### src/rtl/core/sha_pkg.sv
package sha_pkg;

  // Sequencer states, one-hot
  typedef enum logic [4:0] {
    S_IDLE  = 5'b00001,
    S_ROUND = 5'b00010,
    S_FOLD  = 5'b00100,
    S_PAD   = 5'b01000,
    S_OUT   = 5'b10000
  } state_t;

  // Padding bytes
  localparam logic [7:0] PadMark = 8'h80;
  localparam logic [7:0] PadZero = 8'h00;

  // Fill position at which the length field starts
  localparam logic [5:0] LenStart = 6'd56;

  // Initial hash words
  localparam logic [31:0] HInit [0:7] = '{
    32'h6a09e667, 32'hbb67ae85, 32'h3c6ef372, 32'ha54ff53a,
    32'h510e527f, 32'h9b05688c, 32'h1f83d9ab, 32'h5be0cd19
  };

  // Round constants
  localparam logic [31:0] RoundK [0:63] = '{
    32'h428a2f98, 32'h71374491, 32'hb5c0fbcf, 32'he9b5dba5,
    32'h3956c25b, 32'h59f111f1, 32'h923f82a4, 32'hab1c5ed5,
    32'hd807aa98, 32'h12835b01, 32'h243185be, 32'h550c7dc3,
    32'h72be5d74, 32'h80deb1fe, 32'h9bdc06a7, 32'hc19bf174,
    32'he49b69c1, 32'hefbe4786, 32'h0fc19dc6, 32'h240ca1cc,
    32'h2de92c6f, 32'h4a7484aa, 32'h5cb0a9dc, 32'h76f988da,
    32'h983e5152, 32'ha831c66d, 32'hb00327c8, 32'hbf597fc7,
    32'hc6e00bf3, 32'hd5a79147, 32'h06ca6351, 32'h14292967,
    32'h27b70a85, 32'h2e1b2138, 32'h4d2c6dfc, 32'h53380d13,
    32'h650a7354, 32'h766a0abb, 32'h81c2c92e, 32'h92722c85,
    32'ha2bfe8a1, 32'ha81a664b, 32'hc24b8b70, 32'hc76c51a3,
    32'hd192e819, 32'hd6990624, 32'hf40e3585, 32'h106aa070,
    32'h19a4c116, 32'h1e376c08, 32'h2748774c, 32'h34b0bcb5,
    32'h391c0cb3, 32'h4ed8aa4a, 32'h5b9cca4f, 32'h682e6ff3,
    32'h748f82ee, 32'h78a5636f, 32'h84c87814, 32'h8cc70208,
    32'h90befffa, 32'ha4506ceb, 32'hbef9a3f7, 32'hc67178f2
  };

  // Big sigma 0 (on a)
  function automatic logic [31:0] big_sig0(input logic [31:0] x);
    return {x[1:0], x[31:2]} ^ {x[12:0], x[31:13]} ^ {x[21:0], x[31:22]};
  endfunction

  // Big sigma 1 (on e)
  function automatic logic [31:0] big_sig1(input logic [31:0] x);
    return {x[5:0], x[31:6]} ^ {x[10:0], x[31:11]} ^ {x[24:0], x[31:25]};
  endfunction

  // Small sigma 0 (schedule, word t-15)
  function automatic logic [31:0] sml_sig0(input logic [31:0] x);
    return {x[6:0], x[31:7]} ^ {x[17:0], x[31:18]} ^ {3'b000, x[31:3]};
  endfunction

  // Small sigma 1 (schedule, word t-2)
  function automatic logic [31:0] sml_sig1(input logic [31:0] x);
    return {x[16:0], x[31:17]} ^ {x[18:0], x[31:19]} ^ {10'b0, x[31:10]};
  endfunction

endpackage

### src/rtl/core/sha256_hash_engine.sv
// Channel  | Handshake             | Payload
// ---------+-----------------------+-----------------------------------------
// message  | msg_valid / msg_stall | msg_byte, byte_present, end_of_message
// digest   | dig_valid / dig_stall | digest_word, word_index, last_word
//
// Every 64th byte starts a block on the single round unit (S_ROUND, then S_FOLD).
// After the last item the padding bytes load one per cycle through the same
// byte path, then one or two blocks compress, then 8 digest transfers follow.
// Reset (rst, synchronous) restores the initial hash words and zero counts.
// msg_stall is high whenever the sequencer is busy; dig_stall holds a word.
module sha256_hash_engine (
  input  logic        clk,
  input  logic        rst,
  input  logic        msg_valid,
  output logic        msg_stall,
  input  logic [7:0]  msg_byte,
  input  logic        byte_present,
  input  logic        end_of_message,
  output logic        dig_valid,
  input  logic        dig_stall,
  output logic [31:0] digest_word,
  output logic [2:0]  word_index,
  output logic        last_word
);
  import sha_pkg::*;

  state_t       state;
  logic [5:0]   fill;
  logic [63:0]  count;
  logic [5:0]   round;
  logic [2:0]   idx;
  logic         ending;
  logic         mark_done;
  logic         len_phase;
  logic         final_blk;
  logic [31:0]  chain [0:7];
  logic [31:0]  va, vb, vc, vd, ve, vf, vg, vh;
  logic [511:0] sched;

  logic         msg_xfer;
  logic         dig_xfer;
  logic [31:0]  win0, win1, win9, win14;
  logic [31:0]  w_cur;
  logic [31:0]  t1, t2;
  logic [63:0]  bit_len;
  logic         pad_len;
  logic [7:0]   pad_byte;

  assign msg_stall = rst || (state != S_IDLE);
  assign msg_xfer  = msg_valid && !msg_stall;
  assign dig_valid = (state == S_OUT);
  assign dig_xfer  = dig_valid && !dig_stall;

  // Drive the digest word from the chaining state
  assign digest_word = chain[idx];
  assign word_index  = idx;
  assign last_word   = &idx;

  // Schedule window taps, oldest word at the top
  assign win0  = sched[511:480];
  assign win1  = sched[479:448];
  assign win9  = sched[223:192];
  assign win14 = sched[63:32];

  // Pick the message word of this round
  always_comb begin
    if (round[5:4] == 2'b00) begin
      w_cur = win0;
    end else begin
      w_cur = sml_sig1(win14) + win9 + sml_sig0(win1) + win0;
    end
  end

  // Round function
  assign t1 = vh + big_sig1(ve) + ((ve & vf) ^ (~ve & vg)) + RoundK[round] + w_cur;
  assign t2 = big_sig0(va) + ((va & vb) ^ (va & vc) ^ (vb & vc));

  // Select the padding byte
  assign bit_len = {count[60:0], 3'b000};
  assign pad_len = mark_done && (len_phase || (fill == LenStart));
  always_comb begin
    if (!mark_done) begin
      pad_byte = PadMark;
    end else if (pad_len) begin
      pad_byte = bit_len[63:56];
    end else begin
      pad_byte = PadZero;
    end
  end

  // Sequencer and datapath
  always_ff @(posedge clk) begin
    if (rst) begin
      state     <= S_IDLE;
      fill      <= '0;
      count     <= '0;
      round     <= '0;
      idx       <= '0;
      ending    <= 1'b0;
      mark_done <= 1'b0;
      len_phase <= 1'b0;
      final_blk <= 1'b0;
      for (int i = 0; i < 8; i++) chain[i] <= HInit[i];
    end else begin
      case (state)
        S_IDLE: begin
          if (msg_xfer) begin
            ending <= end_of_message;
            if (byte_present) begin
              sched <= {sched[503:0], msg_byte};
              count <= count + 64'd1;
              fill  <= fill + 6'd1;
            end
            // Start a block on the 64th byte, else pad on the end mark
            if (byte_present && (&fill)) begin
              state <= S_ROUND;
              round <= '0;
              {va, vb, vc, vd} <= {chain[0], chain[1], chain[2], chain[3]};
              {ve, vf, vg, vh} <= {chain[4], chain[5], chain[6], chain[7]};
            end else if (end_of_message) begin
              state <= S_PAD;
            end
          end
        end
        S_ROUND: begin
          // Advance the working variables and the schedule window
          sched <= {sched[479:0], w_cur};
          {vh, vg, vf, ve} <= {vg, vf, ve, vd + t1};
          {vd, vc, vb, va} <= {vc, vb, va, t1 + t2};
          round <= round + 6'd1;
          if (&round) begin
            state <= S_FOLD;
          end
        end
        S_FOLD: begin
          chain[0] <= chain[0] + va;
          chain[1] <= chain[1] + vb;
          chain[2] <= chain[2] + vc;
          chain[3] <= chain[3] + vd;
          chain[4] <= chain[4] + ve;
          chain[5] <= chain[5] + vf;
          chain[6] <= chain[6] + vg;
          chain[7] <= chain[7] + vh;
          if (final_blk) begin
            state <= S_OUT;
            idx   <= '0;
          end else if (ending) begin
            state <= S_PAD;
          end else begin
            state <= S_IDLE;
          end
        end
        S_PAD: begin
          // Load one padding byte a cycle
          sched     <= {sched[503:0], pad_byte};
          fill      <= fill + 6'd1;
          mark_done <= 1'b1;
          if (pad_len) begin
            len_phase <= 1'b1;
            count     <= {count[55:0], 8'h00};
          end
          if (&fill) begin
            state     <= S_ROUND;
            round     <= '0;
            final_blk <= pad_len;
            {va, vb, vc, vd} <= {chain[0], chain[1], chain[2], chain[3]};
            {ve, vf, vg, vh} <= {chain[4], chain[5], chain[6], chain[7]};
          end
        end
        S_OUT: begin
          if (dig_xfer) begin
            idx <= idx + 3'd1;
            // Drop back to the reset state after the last word
            if (&idx) begin
              state     <= S_IDLE;
              count     <= '0;
              ending    <= 1'b0;
              mark_done <= 1'b0;
              len_phase <= 1'b0;
              final_blk <= 1'b0;
              for (int i = 0; i < 8; i++) chain[i] <= HInit[i];
            end
          end
        end
        default: begin
          state <= S_IDLE;
        end
      endcase
    end
  end

`ifndef ASSERT_OFF
  // Digest words only go out with an empty block buffer
  a_out_fill: assert property (@(posedge clk) disable iff (rst)
    dig_valid |-> (fill == '0))
    else $error("digest valid with a partial block");

  // Rounds run the full count before folding
  a_round_len: assert property (@(posedge clk) disable iff (rst)
    (state == S_ROUND && !(&round)) |=> (state == S_ROUND))
    else $error("round sequence cut short");

  // The last length byte starts the final block
  a_final_blk: assert property (@(posedge clk) disable iff (rst)
    (state == S_PAD && pad_len && (&fill)) |=> (state == S_ROUND && final_blk))
    else $error("final block not flagged");

  // After the last digest word the engine is back to its initial state
  a_restart: assert property (@(posedge clk) disable iff (rst)
    (dig_xfer && last_word) |=>
      (state == S_IDLE && count == '0 && chain[0] == HInit[0] && chain[7] == HInit[7]))
    else $error("engine not restored after digest");
`endif

endmodule
### config.mk
export PLATFORM = sky130hd
export DESIGN_NAME = sha256_hash_engine
export DESIGN_NICKNAME = d
export VERILOG_FILES = /design/src/rtl/core/sha_pkg.sv /design/src/rtl/core/sha256_hash_engine.sv
export SDC_FILE = /design/constraint.sdc
export NUM_CORES = 2
export LEC_CHECK = 0
export ABC_AREA = 1
export ABC_CLOCK_PERIOD_IN_PS = 32100
export BUFFER_PORTS_ARGS = -buffer_cell sky130_fd_sc_hd__clkbuf_2
export CORE_AREA = 5 5 395 689
export CTS_BUF_LIST = sky130_fd_sc_hd__clkbuf_16
export DETAILED_ROUTE_END_ITERATION = 12
export DIE_AREA = 0 0 400 694
export SYNTH_ARGS = -nofsm -noshare
export SYNTH_HDL_FRONTEND = slang
export SYNTH_SLANG_ARGS = --single-unit
### constraint.sdc
create_clock -name clk -period 32.1 [get_ports clk]
set_clock_uncertainty 0.15 [all_clocks]
set_input_delay 0 -clock clk [delete_from_list [all_inputs] [get_ports clk]]
set_output_delay 0 -clock clk [all_outputs]
set_load 0.02 [all_outputs]
# == Word-level counts from Yosys, hierarchy flattened ==
# Memory sizes are Yosys's and may differ from the RTL's. A register that Yosys moved wholly into a read port is not among the register bits.
# Index checks and enable logic that the tools add are counted.
# totals
in_bits,14
elab_cells,227
mem_count,2
out_inout_bits,38
reg_bits,856
romBits,2048
ramBits,256
# memory_table
memory,depth,word_bits,read_ports,rd_clocked_by_memory_dff,wr,line_no,rtl
(no name shown),64,32,1,0,0,sha256_hash_engine.sv:75,assign t1 = vh + big_sig1(ve) + ((ve & vf) ^ (~ve & vg)) + RoundK[round] + w_cur;
chain,8,32,9,1,8,sha256_hash_engine.sv:36,logic [31:0] chain [0:7];
# op_classes
reduce_logical,29
muxes,103
n_lt_le_gt_ge,1
n_bitwise,35
addsub,22
n_eq_ne,17
# ops
operator,n
512-bit case mux with 3 select lines,1
32-bit two-way mux,43
512-bit two-way mux,2
32-bit case mux with 3 select lines,8
32-bit adder,18
64-bit two-way mux,5
32-bit bitwise XOR,9
64-bit case mux with 3 select lines,1
32-bit bitwise AND,5
"64-bit by 1-bit adder with 64-bit output, second input constant",1
5-bit two-way mux,8
32-bit NOT,1
32-bit by 22-bit bitwise XOR with 32-bit output,1
32-bit by 29-bit bitwise XOR with 32-bit output,1
6-bit two-way mux,5
5-bit case mux with 5 select lines,1
6-bit AND reduction,4
4-bit AND reduction,5
6-bit case mux with 3 select lines,1
8-bit two-way mux,2
1-bit bitwise OR,16
1-bit two-way mux,15
"2-bit != test, second input constant",7
"6-bit by 1-bit adder with 6-bit output, second input constant",2
other kinds (26),45

# == Logic depth before layout (Yosys ltp) ==
# depth
depth_word,9
depth_mapped,50
depth_no_buf,50

# == Worst setup path before layout ==
# Ideal clock, no wire load.
# synth_path
path_kind,register to register
startpoint,register state[3]
endpoint,register sched[0] (enable)
path_stages_with_launch,8
path_slack_ns,8.312
setup_ns,1.397
t_arrival_ns,22.241
synth_period_minus_slack_ns,23.788
required_time_ns,30.553
n_path_buf,0
path_cell_list,dfxtp_1 -> nor2_1 -> nand2_1 -> nor3_2 -> nor2_2 -> nand2_1 -> nand2_1 -> nor2_1
# synth_via
elab_chain_cells,6
elab_cells_between_ends,11
cone_classes,eq/ne (6); reduce/logical (5)
# synth_lines
item,line_no,rtl
start: declaration,sha256_hash_engine.sv:27,state_t state;
start signal: assignment,sha256_hash_engine.sv:94,state <= S_IDLE;
start signal: assignment,sha256_hash_engine.sv:116,state <= S_ROUND;
start signal: assignment,sha256_hash_engine.sv:121,state <= S_PAD;
5-bit by 1-bit != test with 1-bit output,sha256_hash_engine.sv:49,assign msg_stall = rst || (state != S_IDLE);
1-bit logical OR,sha256_hash_engine.sv:49,
1-bit zero test,sha256_hash_engine.sv:50,assign msg_xfer = msg_valid && !msg_stall;
1-bit logical AND,sha256_hash_engine.sv:50,
2-bit != test (no line),--,
4-bit AND reduction (no line) *,--,
end signal: assignment,sha256_hash_engine.sv:110,"sched <= {sched[503:0], msg_byte};"
end signal: assignment,sha256_hash_engine.sv:127,"sched <= {sched[479:0], w_cur};"
end signal: assignment,sha256_hash_engine.sv:155,"sched <= {sched[503:0], pad_byte};"
end: declaration,sha256_hash_engine.sv:38,logic [511:0] sched;
# Every way passes the cells marked *; elsewhere a longest branch is shown, timed or not.
# A chain may end at the register's enable or synchronous reset.

# == Final worst setup path ==
# layout_path
startpoint,register sched[45]
endpoint,register va[23] (data pin)
# layout_via
elab_chain_cells,8
# layout_lines
item,line_no,rtl
32-bit by 22-bit bitwise XOR with 32-bit output,sha_pkg.sv:62,"return {x[16:0], x[31:17]} ^ {x[18:0], x[31:19]} ^ {10'b0, x[31:10]};"
32-bit adder (3 in series),sha256_hash_engine.sv:70,w_cur = sml_sig1(win14) + win9 + sml_sig0(win1) + win0;
32-bit two-way mux,sha256_hash_engine.sv:67,if (round[5:4] == 2'b00) begin
32-bit adder,sha256_hash_engine.sv:75,
32-bit adder,sha256_hash_engine.sv:129,"{vd, vc, vb, va} <= {vc, vb, va, t1 + t2};"
32-bit case mux with 3 select lines,sha256_hash_engine.sv:105,case (state)
end signal: assignment,sha256_hash_engine.sv:118,"{va, vb, vc, vd} <= {chain[0], chain[1], chain[2], chain[3]};"
end signal: assignment,sha256_hash_engine.sv:129,
end signal: assignment,sha256_hash_engine.sv:166,"{va, vb, vc, vd} <= {chain[0], chain[1], chain[2], chain[3]};"
end: declaration,sha256_hash_engine.sv:37,"logic [31:0] va, vb, vc, vd, ve, vf, vg, vh;"
# Every way passes these cells.

==> results.md <==
* Area grow syn2layout at 9.99%
* Most frequent cells after synthesis: nand2_1 (2224), inv_1 (1314), o21ai_0 (1295)
* Worst hold path type: input pin to flop
* Status: finished, final reports clean
* Fill cell count at 28600
* Worst-Skew Late Latency at 800 ps
* Vias per inst at 5.25
* DR iter-0 viols at 5780
* IO Count at 52
* Post-route ant nets at 0
* Port buffer count at 51
* Vias in the first global route at 71100
* Mux cell area share after synthesis at 0.0252%
* Die Span X at 400 microns
* Via count at 70600
* Layout cells sized above 1 at 4.82%
* Main combinational cell family by area after synthesis: compound AO/OA/AOI/OAI gates
* Initial Util at 29.8%
* Avg Cell Area, Syn at 7.97 sq um
* Worst Setup Start Kind: flop
* Detail Placement HPWL at 273000 microns
* Worst EP arrival at 11720 ps
* First-pass GRT wire length at 491000 microns
* WL/cell at 26.0 microns
* Core Region at 266000 sq um
* Tcrit/Tclk final at 35.4%
* Post-synthesis sequential area ratio at 39.4%
* Syn Nets at 10600
* Highest clock rate at 88.1 MHz
* Tot GR Track Use at 24.5%
* Adder-cell share of the synthesized area at 11.8%
* Antenna violations before repair at 7
* Worst Hold Margin at 122 ps
* CTS HTree Levels at 3
* Post-Syn Area at 79300 sq um
* DR pass1 iterations at 6
* FF-to-FF Start: sched[45]
* Area share of the largest cell type after synthesis at 33.9%
* Slowest-stage cell, CP: o21ai_0
* Synthesis Warnings at 0
* Post-Synth XOR/XNOR Area at 4.46%
* Fin crit period at 11350 ps
* DIE AREA at 278000 sq um
* CTS Sinks at 1112
* Pin count of the biggest net entering global routing at 237
* Distinct cell type count after synthesis at 67
* Hold Fails Final Rpt at 0
* Crit path largest cell delay at 710 ps
* Critical path launch point: sched[45]
* Setup crit end kind: flop
* Setup_tns at 0 ps
* RSZ-0062 raised after global routing: no
* Total gr overflow at 0
* DRC at 0
* Syn Inst Count at 9943
* Setup Crit Path Kind: flop to flop
* Top-count cell post-synth: nand2_1
* Synth Area in Simple Gates at 17.6%
* Ys flop type: edfxtp_1
* Row count at 251
* Max Cap Violations at 0
* CTS buffer count at 114
* CTS resizes at 0
* Die Ht at 694 microns
* Min-Delay Startpoint: msg_byte[7]
* Max Slew Vio Count at 0
* Slew @ Worst Pin at 1370 ps
* Final WL at 350000 microns
* Worst-case clock buffer depth at 3
* Nets at 10400
* Crit-path max FO at 5
* Ys async rst share at 0%
* Leading area contributor after synthesis: edfxtp_1
* Critical path's most frequent cell: nand2_1
* Synth Area in Compound Gates at 18.3%
* Slew headroom at 7.87%
* Yosys reg bits at 1112
* Clock Pin Slew Worst Setup and Hold Paths at 80 ps
* Synth top area cells: edfxtp_1 (34%), nand2_1 (11%), o21ai_0 (8.2%)
* CTS tree: yes
* WP data required at 32470 ps
* Clk root buf: clkbuf_16
* GP Congestion at 1.01
* Final Setup Violations at 0
* Number of flops mapped to enable cells by yosys at 896
## path summary, 6_finish.rpt
kind	endpoint	slack, ps	cells after the start
setup / recovery	va[23]	20750	38
hold / removal	sched[7]	120	4
setup reg to reg	va[23]	20750	38
hold reg to reg	len_phase	330	2
## flip-flops by register name, summed over array words and instances, names as in the netlist, named ones only
signal      count
fill            6
mark_done       1
final_blk       1
ending          1
count          61
vc             32
sched         512
len_phase       1
ve             32
va             32
vb             32
chain         256
vg             32
word_index      3
vd             32
vh             32
state           5
round           6
vf             32
## cell type report
cell class	count	area, sq um	area share (%)
well taps	3542	4430	5.08
clock inverters	97	831	0.953
diodes	3	7.51	0.00861
multi-input cells	7063	41400	47.5
flip-flops and latches	1112	31200	35.8
inverters	1331	5010	5.74
repair buffers	179	1320	1.51
clock buffers	117	2930	3.36
## metal layers
metal | wire (microns) | GRT usage [%] | up-vias
met3 | 16900 | 3.31 | 1071
met2 | 177000 | 44.5 | 2557
met1 | 109000 | 22.5 | 33800
met5 | 0 | 0 | -
met4 | 46000 | 25.4 | 0
li1 | - | - | 33200
## kinds of logic after synthesis
group,count (synthesis)
compound gates,2653
xor+xnor,404
flops,1112
buf+inv,1768
mux,2
fa+ha+maj,635
simple gates,3369
## per-stage QoR
| stage | cells | area (sq um) | utilization (%) | worst slack [ps] |
|---|---|---|---|---|
| floorplan | 9943 | 79300 | - | 8310 |
| finish | 13400 | 87200 | 32.8 | 20750 |
| global placement | 13200 | 83300 | 31.3 | 20900 |
| detailed placement | 13200 | 83300 | 31.3 | 20980 |
| global route | 13400 | 87200 | 32.8 | 20400 |
| CTS | 13400 | 87200 | 32.8 | 20890 |
## cell usage in the layout (no fill, tap or decap), types with 14 or more instances in the layout
cell / Yosys / final
nand2_1: 2224 / 2222
inv_1: 1314 / 1332
o21ai_0: 1295 / 1289
edfxtp_1: 896 / 896
a21oi_1: 865 / 865
nor2_1: 503 / 496
ha_1: 412 / 412
nand3_1: 305 / 305
xor2_1: 215 / 215
dfxtp_1: 216 / 212
fa_1: 197 / 197
xnor2_1: 189 / 189
clkbuf_16: 0 / 117
buf_4: 3 / 107
nor3_1: 104 / 103
nand4_1: 85 / 85
o211ai_1: 68 / 68
a31oi_1: 64 / 64
a21o_1: 63 / 63
or2_2: 57 / 57
clkbuf_2: 0 / 51
o21bai_1: 50 / 50
o21a_1: 40 / 40
o21ai_1: 29 / 34
a221oi_1: 29 / 29
maj3_1: 26 / 26
nor4_1: 26 / 25
a211oi_1: 25 / 25
o221ai_1: 23 / 23
clkinv_1: 3 / 21
clkinv_2: 0 / 20
a21boi_0: 19 / 19
inv_2: 14 / 18
o22ai_1: 16 / 16
dlygate4sd3_1: 0 / 16
nand3b_1: 15 / 15
nor2_4: 7 / 14
## critical path: cells and delay by family (launching register included)
| family | cells | cell delay (ps) |
|---|---|---|
| buffers and inverters | 4 | 210 |
| AOI/OAI and AO/OA | 10 | 3580 |
| and+or+nand+nor | 12 | 1600 |
| adders and majority gates | 9 | 4060 |
| DFF | 1 | 540 |
| xor gates and xnor gates | 3 | 910 |
## what timing repair did
item | in CTS | in global routing
hold buffers | 16 | 0
endpoints found under the hold margin | 66 | 0
buffers inserted | 0 | 0
Power is not shown: default switching activity piles up to over one toggle a cycle in this logic, so the estimate is an artifact.
